## config.mk

```make
export PLATFORM = sky130hd
export DESIGN_NAME = sorted_set_union_intersection
export DESIGN_NICKNAME = d
export VERILOG_FILES = /design/src/rtl/ssui_pkg.sv /design/src/rtl/ssui_ram.sv /design/src/rtl/ssui_merge.sv /design/src/rtl/sorted_set_union_intersection.sv
export SDC_FILE = /design/constraint.sdc
export NUM_CORES = 2
export LEC_CHECK = 0
export BUFFER_PORTS_ARGS = -buffer_cell sky130_fd_sc_hd__buf_2
export CAP_MARGIN = 10
export CORE_AREA = 2 2 437 439
export CTS_BUF_LIST = sky130_fd_sc_hd__clkbuf_8 sky130_fd_sc_hd__clkbuf_16
export DETAILED_ROUTE_END_ITERATION = 8
export DIE_AREA = 0 0 439 441
export PLACE_DENSITY = 0.62
export SLEW_MARGIN = 20
export SYNTH_ARGS = -nofsm -noshare
export SYNTH_HDL_FRONTEND = slang
export SYNTH_HIERARCHICAL = 1
export SYNTH_SLANG_ARGS = --single-unit
```

## constraint.sdc

```tcl
create_clock -name clk -period 3.6 [get_ports clk]
set_input_delay 0.18 -clock clk [delete_from_list [all_inputs] [get_ports clk]]
set_output_delay 0.18 -clock clk [all_outputs]
set_load 0.02 [all_outputs]
```

## src/rtl/ssui_pkg.sv

```systemverilog
// ----------------------------------------------------------------------------
// ssui_pkg
// Shared types and constants for the sorted set union / intersection engine.
// ----------------------------------------------------------------------------
package ssui_pkg;

  localparam int DATA_W        = 32;
  localparam int KIND_W        = 3;
  localparam int DEPTH_DEFAULT = 32;

  typedef enum logic [KIND_W-1:0] {
    KIND_LOAD_A    = 3'd0,
    KIND_LOAD_B    = 3'd1,
    KIND_UNION     = 3'd2,
    KIND_INTERSECT = 3'd3,
    KIND_CLEAR     = 3'd4
  } kind_t;

  typedef enum logic [1:0] {
    ST_IDLE,
    ST_WALK,
    ST_FINISH
  } state_t;

  typedef struct packed {
    logic go;
    logic is_union;
  } run_cmd_t;

endpackage

```

## src/rtl/ssui_ram.sv

```systemverilog
// ----------------------------------------------------------------------------
// ssui_ram
// Generic single-write, single-read synchronous RAM with registered read.
// ----------------------------------------------------------------------------
module ssui_ram #(
  parameter int  WIDTH = 32,
  parameter int  DEPTH = 32,
  localparam int AW    = (DEPTH > 1) ? $clog2(DEPTH) : 1
) (
  input  logic             clk,
  input  logic             we,
  input  logic [AW-1:0]    waddr,
  input  logic [WIDTH-1:0] wdata,
  input  logic [AW-1:0]    raddr,
  output logic [WIDTH-1:0] rdata
);

  logic [WIDTH-1:0] mem [DEPTH];

  always_ff @(posedge clk) begin
    if (we) begin
      mem[waddr] <= wdata;
    end
    rdata <= mem[raddr];
  end

endmodule

```

## src/rtl/ssui_merge.sv

```systemverilog
// ----------------------------------------------------------------------------
// ssui_merge
// Two-pointer merge walk over both list memories. One pointer step per
// cycle; each emitted element is held back until the next step that emits,
// or the finish, so the final one can be tagged last.
// ----------------------------------------------------------------------------
module ssui_merge #(
  parameter int  DEPTH = ssui_pkg::DEPTH_DEFAULT,
  localparam int AW    = (DEPTH > 1) ? $clog2(DEPTH) : 1,
  localparam int CW    = $clog2(DEPTH + 1)
) (
  input  logic                               clk,
  input  logic                               rst,
  input  ssui_pkg::run_cmd_t                 cmd,
  input  logic [CW-1:0]                      count_a,
  input  logic [CW-1:0]                      count_b,
  input  logic                               dropped,
  input  logic signed [ssui_pkg::DATA_W-1:0] rd_a,
  input  logic signed [ssui_pkg::DATA_W-1:0] rd_b,
  output logic [AW-1:0]                      raddr_a,
  output logic [AW-1:0]                      raddr_b,
  output logic                               busy,
  output logic                               strobe,
  output logic signed [ssui_pkg::DATA_W-1:0] value_out,
  output logic                               none,
  output logic                               last,
  output logic                               overflow
);

  ssui_pkg::state_t state, state_next;
  logic [CW-1:0] i, i_next;
  logic [CW-1:0] j, j_next;
  logic signed [ssui_pkg::DATA_W-1:0] pend, pend_next;
  logic pend_vld, pend_vld_next;
  logic mode_union, mode_union_next;
  logic emit, fin, a_ok, b_ok;
  logic signed [ssui_pkg::DATA_W-1:0] emit_val;

  always_ff @(posedge clk) begin
    if (rst) begin
      state    <= ssui_pkg::ST_IDLE;
      pend_vld <= 1'b0;
      strobe   <= 1'b0;
    end else begin
      state    <= state_next;
      pend_vld <= pend_vld_next;
      strobe   <= (emit && pend_vld) || fin;
    end
  end

  always_ff @(posedge clk) begin
    i          <= i_next;
    j          <= j_next;
    pend       <= pend_next;
    mode_union <= mode_union_next;
    value_out  <= (fin && !pend_vld) ? '0 : pend;
    none       <= fin && !pend_vld;
    last       <= fin;
    overflow   <= dropped;
  end

  assign busy = (state != ssui_pkg::ST_IDLE);

  always_comb begin
    state_next      = state;
    i_next          = i;
    j_next          = j;
    pend_next       = pend;
    pend_vld_next   = pend_vld;
    mode_union_next = mode_union;
    emit            = 1'b0;
    emit_val        = rd_a;
    fin             = 1'b0;
    raddr_a         = '0;
    raddr_b         = '0;
    a_ok            = (i < count_a);
    b_ok            = (j < count_b);
    case (state)
      ssui_pkg::ST_IDLE: begin
        if (cmd.go) begin
          i_next          = '0;
          j_next          = '0;
          pend_vld_next   = 1'b0;
          mode_union_next = cmd.is_union;
          state_next      = ssui_pkg::ST_WALK;
        end
      end
      ssui_pkg::ST_WALK: begin
        if (a_ok && b_ok) begin
          if (rd_a < rd_b) begin
            emit     = mode_union;
            emit_val = rd_a;
            i_next   = i + CW'(1);
          end else if (rd_b < rd_a) begin
            emit     = mode_union;
            emit_val = rd_b;
            j_next   = j + CW'(1);
          end else begin
            emit     = 1'b1;
            emit_val = rd_a;
            i_next   = i + CW'(1);
            j_next   = j + CW'(1);
          end
        end else if (mode_union && b_ok) begin
          emit     = 1'b1;
          emit_val = rd_b;
          j_next   = j + CW'(1);
        end else if (mode_union && a_ok) begin
          emit     = 1'b1;
          emit_val = rd_a;
          i_next   = i + CW'(1);
        end else begin
          state_next = ssui_pkg::ST_FINISH;
        end
        if (emit) begin
          pend_next     = emit_val;
          pend_vld_next = 1'b1;
        end
        raddr_a = i_next[AW-1:0];
        raddr_b = j_next[AW-1:0];
      end
      ssui_pkg::ST_FINISH: begin
        fin        = 1'b1;
        state_next = ssui_pkg::ST_IDLE;
      end
      default: begin
        state_next = ssui_pkg::ST_IDLE;
      end
    endcase
  end

endmodule

```

## src/rtl/sorted_set_union_intersection.sv

```systemverilog
// ----------------------------------------------------------------------------
// sorted_set_union_intersection
// Sorted list union / intersection engine over two list memories.
// ----------------------------------------------------------------------------
// Usage:
//   A transaction is taken when start is high and busy is low; kind selects
//   load A, load B, run union, run intersection or clear, and value carries
//   the element for loads.
//   Loads and clear never raise busy; a load into a full
//   list is dropped and sets the sticky overflow flag until the next clear.
//   A run raises busy through the walk and the finish state; the walk takes
//   at most count_a + count_b pointer steps: one step per cycle, set by the
//   single read port of each list memory feeding the compare.
//   Results appear on value_out/none/last/overflow for one cycle each, marked
//   by strobe; each element is shown the cycle after the next step that
//   emits, and the final one (last) is shown in the same cycle that busy drops.
//   An empty answer gives a single result with none and last set.
//   The receiver has no way to stall results.
//   Reset empties both lists and clears overflow; memory contents are not
//   cleared, no clearing pass is needed.
// ----------------------------------------------------------------------------
module sorted_set_union_intersection #(
  parameter int DEPTH = ssui_pkg::DEPTH_DEFAULT
) (
  input  logic                               clk,
  input  logic                               rst,
  input  logic                               start,
  output logic                               busy,
  input  logic [ssui_pkg::KIND_W-1:0]        kind,
  input  logic signed [ssui_pkg::DATA_W-1:0] value,
  output logic                               strobe,
  output logic signed [ssui_pkg::DATA_W-1:0] value_out,
  output logic                               none,
  output logic                               last,
  output logic                               overflow
);

  localparam int AW = (DEPTH > 1) ? $clog2(DEPTH) : 1;
  localparam int CW = $clog2(DEPTH + 1);

  logic [CW-1:0] count_a, count_a_next;
  logic [CW-1:0] count_b, count_b_next;
  logic dropped, dropped_next;
  logic accept, we_a, we_b;
  logic [AW-1:0] raddr_a, raddr_b;
  logic [ssui_pkg::DATA_W-1:0] rdata_a, rdata_b;
  ssui_pkg::run_cmd_t cmd;

  assign accept = start && !busy;

  always_comb begin
    count_a_next = count_a;
    count_b_next = count_b;
    dropped_next = dropped;
    we_a         = 1'b0;
    we_b         = 1'b0;
    cmd.go       = 1'b0;
    cmd.is_union = 1'b0;
    if (accept) begin
      case (kind)
        ssui_pkg::KIND_LOAD_A: begin
          if (count_a < CW'(DEPTH)) begin
            we_a         = 1'b1;
            count_a_next = count_a + CW'(1);
          end else begin
            dropped_next = 1'b1;
          end
        end
        ssui_pkg::KIND_LOAD_B: begin
          if (count_b < CW'(DEPTH)) begin
            we_b         = 1'b1;
            count_b_next = count_b + CW'(1);
          end else begin
            dropped_next = 1'b1;
          end
        end
        ssui_pkg::KIND_UNION: begin
          cmd.go       = 1'b1;
          cmd.is_union = 1'b1;
        end
        ssui_pkg::KIND_INTERSECT: begin
          cmd.go = 1'b1;
        end
        ssui_pkg::KIND_CLEAR: begin
          count_a_next = '0;
          count_b_next = '0;
          dropped_next = 1'b0;
        end
        default: begin
        end
      endcase
    end
  end

  always_ff @(posedge clk) begin
    if (rst) begin
      count_a <= '0;
      count_b <= '0;
      dropped <= 1'b0;
    end else begin
      count_a <= count_a_next;
      count_b <= count_b_next;
      dropped <= dropped_next;
    end
  end

  ssui_ram #(
    .WIDTH (ssui_pkg::DATA_W),
    .DEPTH (DEPTH)
  ) u_ram_a (
    .clk   (clk),
    .we    (we_a),
    .waddr (count_a[AW-1:0]),
    .wdata (value),
    .raddr (raddr_a),
    .rdata (rdata_a)
  );

  ssui_ram #(
    .WIDTH (ssui_pkg::DATA_W),
    .DEPTH (DEPTH)
  ) u_ram_b (
    .clk   (clk),
    .we    (we_b),
    .waddr (count_b[AW-1:0]),
    .wdata (value),
    .raddr (raddr_b),
    .rdata (rdata_b)
  );

  ssui_merge #(
    .DEPTH (DEPTH)
  ) u_merge (
    .clk       (clk),
    .rst       (rst),
    .cmd       (cmd),
    .count_a   (count_a),
    .count_b   (count_b),
    .dropped   (dropped),
    .rd_a      ($signed(rdata_a)),
    .rd_b      ($signed(rdata_b)),
    .raddr_a   (raddr_a),
    .raddr_b   (raddr_b),
    .busy      (busy),
    .strobe    (strobe),
    .value_out (value_out),
    .none      (none),
    .last      (last),
    .overflow  (overflow)
  );

  a_none_is_last: assert property (@(posedge clk) disable iff (rst)
    (strobe && none) |-> last)
    else $error("empty result not marked last");

  a_none_zero: assert property (@(posedge clk) disable iff (rst)
    (strobe && none) |-> (value_out == '0))
    else $error("empty result carries a value");

  a_run_busy: assert property (@(posedge clk) disable iff (rst)
    (accept && (kind == ssui_pkg::KIND_UNION || kind == ssui_pkg::KIND_INTERSECT))
      |=> busy)
    else $error("run transaction did not raise busy");

  a_count_bound: assert property (@(posedge clk) disable iff (rst)
    (count_a <= CW'(DEPTH)) && (count_b <= CW'(DEPTH)))
    else $error("list count beyond depth");

endmodule
```

**Word level (Yosys, flattened, before mapping)**

Memories as Yosys holds them, arrays and structs flattened. A register that Yosys moved wholly into a read port is not among the register bits.
Index checks and enable logic that the tools add are counted.

- Equality and inequality tests: 20
- Multiplexer cells: 53
- Reductions and logical operators: 27
- $lt $le $gt $ge: 6
- Add/subtract/negate cells: 4

Operators by type and width:

| kind | number |
|---|---|
| 32-bit 2-to-1 mux | 4 |
| 6-bit 2-to-1 mux | 11 |
| 32-bit < comparator | 2 |
| 6-bit one-hot mux with 2 select lines | 4 |
| 6-bit by 1-bit adder with 6-bit output, second input constant | 4 |
| 1-bit 2-to-1 mux | 24 |
| 2-bit != test, second input constant | 8 |
| 6-bit < comparator | 2 |
| 6-bit < comparator, second input constant | 2 |
| 4-bit AND reduction | 3 |
| 2-bit 2-to-1 mux | 5 |
| 5-bit 2-to-1 mux | 2 |
| 3-bit AND reduction | 3 |
| 2-bit nonzero test | 4 |
| 3-bit by 2-bit == test with 1-bit output, second input constant | 2 |
| 1-bit logical AND | 6 |
| 3-bit by 1-bit != test with 1-bit output, second input constant | 2 |
| 2-bit AND reduction | 3 |
| 5-bit AND reduction | 1 |
| 4-bit != test, second input constant | 1 |
| 2-bit one-hot mux with 2 select lines | 1 |
| 3-bit by 1-bit == test with 1-bit output, second input constant | 1 |
| 3-bit == test, second input constant | 1 |
| 3-bit zero test | 1 |
| other kinds (12) | 13 |

- Input port bits: 38
- Memories: 2
- Flip-flop bits (word level): 97
- Output and inout bits: 37
- Bits in writable memories: 2048

Memories:

| name | depth | bits a word | rd ports | clocked after memory_dff | write ports | line | RTL |
|---|---|---|---|---|---|---|---|
| u_ram_a.mem | 32 | 32 | 1 | 1 | 1 | ssui_ram.sv:18 | `logic [WIDTH-1:0] mem [DEPTH];` |
| u_ram_b.mem | 32 | 32 | 1 | 1 | 1 | ssui_ram.sv:18 |  |

**Longest topological paths before layout**

- Depth in word-level cells: 9
- Gate-level depth with buffers: 17
- Mapped depth without buffers: 14

**Hierarchy**

The synthesis kept the hierarchy.

By module, submodules not included:

| module | cells each | seq. area each (um2) | area each (um2) | times used |
|---|---|---|---|---|
| ssui_ram (u_ram_a) | 2260 | 31390.1 | 40492.6 | 1 |
| ssui_ram (u_ram_b) | 2260 | 31390.1 | 40485.1 | 1 |
| ssui_merge | 408 | 2132.0 | 4610.7 | 1 |
| sorted_set_union_intersection | 79 | 260.2 | 720.7 | 1 |

**Worst setup path before layout**

Ideal clock, no wire load.

- Path type: reg-to-reg
- Start point: register u_merge.state[1]
- End point: memory u_ram_a.mem[28][0], enable pin
- Slack: -0.215 ns
- Arrival time: 3.394 ns
- Buffers on the path: 2
- Stages on the path, launching flop included: 9
- Required time: 3.179 ns
- Cell sequence: dfxtp_1 nor2_1 inv_1 or3b_1 buf_6 nor4_4 or3b_2 clkbuf_1 nor2_1

- Cells in the longest elaborated chain, start to end: 6

RTL lines:

| item | line | RTL |
|---|---|---|
| from (decl) | ssui_merge.sv:30 | `ssui_pkg::state_t state, state_next;` |
| from (signal assigned) | ssui_merge.sv:41 | `state <= ssui_pkg::ST_IDLE;` |
| from (signal assigned) | ssui_merge.sv:45 | `state <= state_next;` |
| 2-bit nonzero test | ssui_merge.sv:62 | `assign busy = (state != ssui_pkg::ST_IDLE);` |
| net busy | sorted_set_union_intersection.sv:28 | `output logic busy,` |
| 1-bit zero test | sorted_set_union_intersection.sv:49 | `assign accept = start && !busy;` |
| 1-bit logical AND | sorted_set_union_intersection.sv:49 |  |
| 1-bit 2-to-1 mux | sorted_set_union_intersection.sv:59 | `if (accept) begin` |
| net we_a | sorted_set_union_intersection.sv:44 | `logic accept, we_a, we_b;` |
| 1-bit 2-to-1 mux | ssui_ram.sv:21 | `if (we) begin` |
| 1-bit 2-to-1 mux (implied by the code) | ssui_ram.sv:22 | `mem[waddr] <= wdata;` |
| to (decl) | ssui_ram.sv:18 |  |

The timed path passes the listed nets, and every way through them passes these cells.

**Worst setup path after layout**

- Start point: register u_ram_a.rdata[24] (read register of u_ram_a.mem)
- End point: register u_ram_b.rdata[5] (read register of u_ram_b.mem)

- Cells in the longest elaborated chain, start to end: 4

RTL lines:

| item | line | RTL |
|---|---|---|
| from (decl) | ssui_ram.sv:15 | `output logic [WIDTH-1:0] rdata` |
| 32-bit < comparator | ssui_merge.sv:90 | `if (rd_a < rd_b) begin` |
| 6-bit 2-to-1 mux | ssui_merge.sv:90 |  |
| 6-bit 2-to-1 mux | ssui_merge.sv:89 | `if (a_ok && b_ok) begin` |
| 5-bit 2-to-1 mux | ssui_merge.sv:78 | `case (state)` |
| net raddr_b[0] | sorted_set_union_intersection.sv:45 | `logic [AW-1:0] raddr_a, raddr_b;` |
| to (decl) | ssui_ram.sv:15 |  |

The timed path passes the listed nets, and every way through them passes these cells. The select of a mux whose other input is x is not followed.
A chain may end at the register's enable or synchronous reset.

==> impl_metrics.csv <==
group,metric,value,unit
synthesis,async_flop_share,0,%
die,rows,160,
placed_design,post_dp_cell_area,95000,sq um
placed_design,place_hpwl,131000,microns
run_status,violations,"negative setup slack",
global_route,grt_pass1_wl,328000,microns
sta,finalWorstSetupSlack,-753,ps
synthesis,synth_seq_cells,2209,
flow_run,cap_viol_max_count,0,
die,start_util,45.6,%
worst_setup_path,cp-start-kind,"register",
cts,clk_latency,860,ps
sta,fmax,230,MHz
global_route,overflow,0,
synthesis,synth_ff_type,"edfxtp_1",
routing,via_count,48800,
die,die_y,441,microns
global_route,antenna_found_initial,12,
routing,firstDrtPassIters,5,
routing,drtIter0Drc,4777,
global_route,grt_pass1_vias,47600,
cts,cts_tree,"built",
pwr,peakVddDrop,0.000440,V
synthesis,yosysSeqAreaShare,75.5,%
layout,area_growth,25.3,%
global_route,grt_max_degree,65,
worst_setup_path,crit_fanout,8,
synthesis,avgSynthCellArea,17.2,sq um
layout,mostFrequentLayoutCells,"edfxtp_1, mux2i_1, buf_4",
cts,cts_buffers,219,
cts,clock_path_buffers,3,
routing,drc,0,
synthesis,syn_inst,5007,
sta,tightest_slew,1050,ps
cts,clock_sinks,2209,
cts,cts_htree_levels,4,
layout,final_area,108000,sq um
layout,post-route-util,57.2,%
worst_hold_path,hold_path.class,"input pin to register",
die,dieArea,194000,sq um
layout,drive_gt1_share,26.5,%
pwr,power.density,489,nW/um^2
routing,wl_per_cell,26.8,microns
layout,layout_commonest_cell,"edfxtp_1",
sta,finalHoldViolations,0,
synthesis,yosysTopAreaCellShare,72.8,%
synthesis,synth_area_leaders,"edfxtp_1, mux2i_1, dfxtp_1, a22oi_1, a22o_1",
cts,cts.clk_slew.worst_paths,60,ps
die,core,189000,sq um
placed_design,routabilityCongestion,0.828,
sta,setup_viol,64,
synthesis,synth_area_leader_cell,"edfxtp_1",
routing,ant_nets,0,
pwr,p_leak,0.0349,uW
sta,finalMaxSlewViolations,0,
worst_setup_path,path_class,"register to register",
synthesis,synth_enable_flop_cells,2093,
worst_setup_path,endpoint_kind,"register",
worst_setup_path,worst_ep_arrival_time,5040,ps
sta,fin_crit_sh,121,%
run_status,outcome,"finished with violations",
placed_design,port_buffers,74,
global_route,grtUsageTotal,23.1,%
sta,slew_headroom,29.9,%
sta,fin_skew,43.0,ps
synthesis,synth_fp_nets,5091,
routing,via_per_inst,5.71,
die,pin_count,75,
die,fp.dieW,439,microns
sta,holdWs,98.1,ps
worst_setup_path,cp.required,4290,ps
routing,totalWireLength,229000,microns
cts,cts-root-buf,"clkbuf_16",
synthesis,synthDistinctLibCells,72,
placed_design,dp_slack,-1640,ps
synthesis,syn_area,86300,sq um
synthesis,yosysWarnings,6,
layout,fin_nets,5912,
sta,finalCriticalPeriod,4350,ps
sta,rsz0062_at_grt,"true",
report_power, final:
part | switching (uW) | total, uW | internal, uW
Combinational | 1350 | 2300 | 951
Clock | 9730 | 22300 | 12600
Sequential | 89.1 | 28300 | 28200
Total | 11200 | 52900 | 41700
cell usage after synthesis, drive strengths merged, types with 2 or more instances:
library cell  instances
nor2b                39
a22o                128
o31ai                 2
and3                  5
ha                   46
o21ai                12
nand2b               21
or3b                  8
mux2i              1042
nand4                 8
a211oi                3
inv                  51
or2                   2
buf                 170
a31oi                66
o21a                  4
nand3               208
a41oi                 2
nand2               223
o211ai                2
xnor2                 3
nor2                 86
a22oi               193
nand3b               10
nor3                 72
nor4                  5
mux2                 32
a21o                  2
nor3b                 3
and2                  4
or3                   5
a21oi               225
a221o                 2
edfxtp             2093
dfxtp               116
clkbuf               97
nor4b                 2
what timing repair did:
| action | CTS | global route |
|---|---|---|
| resized for setup | 372 | 281 |
| cloned | 26 | 21 |
| pin swaps | 112 | 183 |
| endpoints found under the hold margin | 500 | 576 |
| setup buffers | 103 | 96 |
| hold buffers | 28 | 9 |
| endpoints found under the setup margin | 64 | 64 |
worst paths after layout:
path,endpoint,cells after the start,slack (ps),from
worst max-delay path,u_ram_b/rdata[5],20,-750,u_ram_a/rdata[24]
worst min-delay path,u_ram_a/mem[19][6],1,100,value[6]
worst max register to register,u_ram_b/rdata[5],20,-750,u_ram_a/rdata[24]
worst min register to register,u_merge/overflow,0,360,dropped
logic make-up after synthesis:
| logic type | Yosys count | share of synthesized area, % |
|---|---|---|
| adder cells (fa/ha/maj) | 47 | 0.678 |
| flip-flops | 2209 | 75.5 |
| buffers and inverters | 318 | 2.07 |
| AO/OA/AOI/OAI | 650 | 5.14 |
| AND/OR/NAND/NOR | 705 | 3.93 |
| XOR/XNOR | 4 | 0.0406 |
| multiplexers | 1074 | 12.6 |
metal layers:
| metal | part of all wire [%] | track usage (%) | up-vias |
|---|---|---|---|
| met2 | 49 | 39.0 | 1714 |
| met4 | 2.1 | 5.33 | 2 |
| met1 | 42 | 31.8 | 25300 |
| met3 | 6.4 | 3.42 | 308 |
| met5 | 0.0031 | 0 | - |
| li1 | - | - | 21400 |
cell type report:
| class | count | area (sq um) |
|---|---|---|
| well taps | 2511 | 3140 |
| flip-flops and latches | 2209 | 65200 |
| repair buffers | 867 | 10400 |
| inverters | 51 | 199 |
| multi-input cells | 2480 | 22100 |
| fillers | 14300 | 81000 |
| clock inverters | 180 | 1420 |
| clock buffers | 234 | 5700 |
| diodes | 7 | 17.5 |
worst max-delay path, stage by stage (launching register included):
cell	delay (ps)
dfxtp_2	360
inv_2	60
ha_4	250
nand4_1	150
buf_4	190
nor4_4	520
buf_4	220
buf_4	110
nand3_4	80
and2_4	180
a21oi_4	230
mux2i_4	320
buf_12	200
buf_12	110
buf_16	130
buf_16	170
mux2i_2	240
a22o_1	190
nor3_2	70
a31oi_4	220
nand3_4	160
sequential cells by signal, indices dropped and copies added, names as in the netlist:
register and count:
u_merge/pend 32, dropped 1, u_ram_b/rdata 32, u_ram_a/mem 1024, count_b 6, u_merge/overflow 1, u_merge/pend_vld 1, u_ram_a/rdata 32
u_merge/mode_union 1, u_merge/strobe 1, u_merge/last 1, u_merge/value_out 32, u_merge/none 1, u_ram_b/mem 1024, u_merge/i 6, u_merge/state 2
u_merge/j 6, count_a 6
stage by stage:
stage | power (uW) | TNS [ps] | cells
global placement | 30700 | -121650 | 7885
finish | 52900 | -41720 | 8539
floorplan | 29600 | -54130 | 5007
CTS | 53100 | -41560 | 8440
global route | 54400 | -48550 | 8532
detailed placement | 30700 | -81520 | 7885
Note: power is estimated with default switching activity, not from simulation.
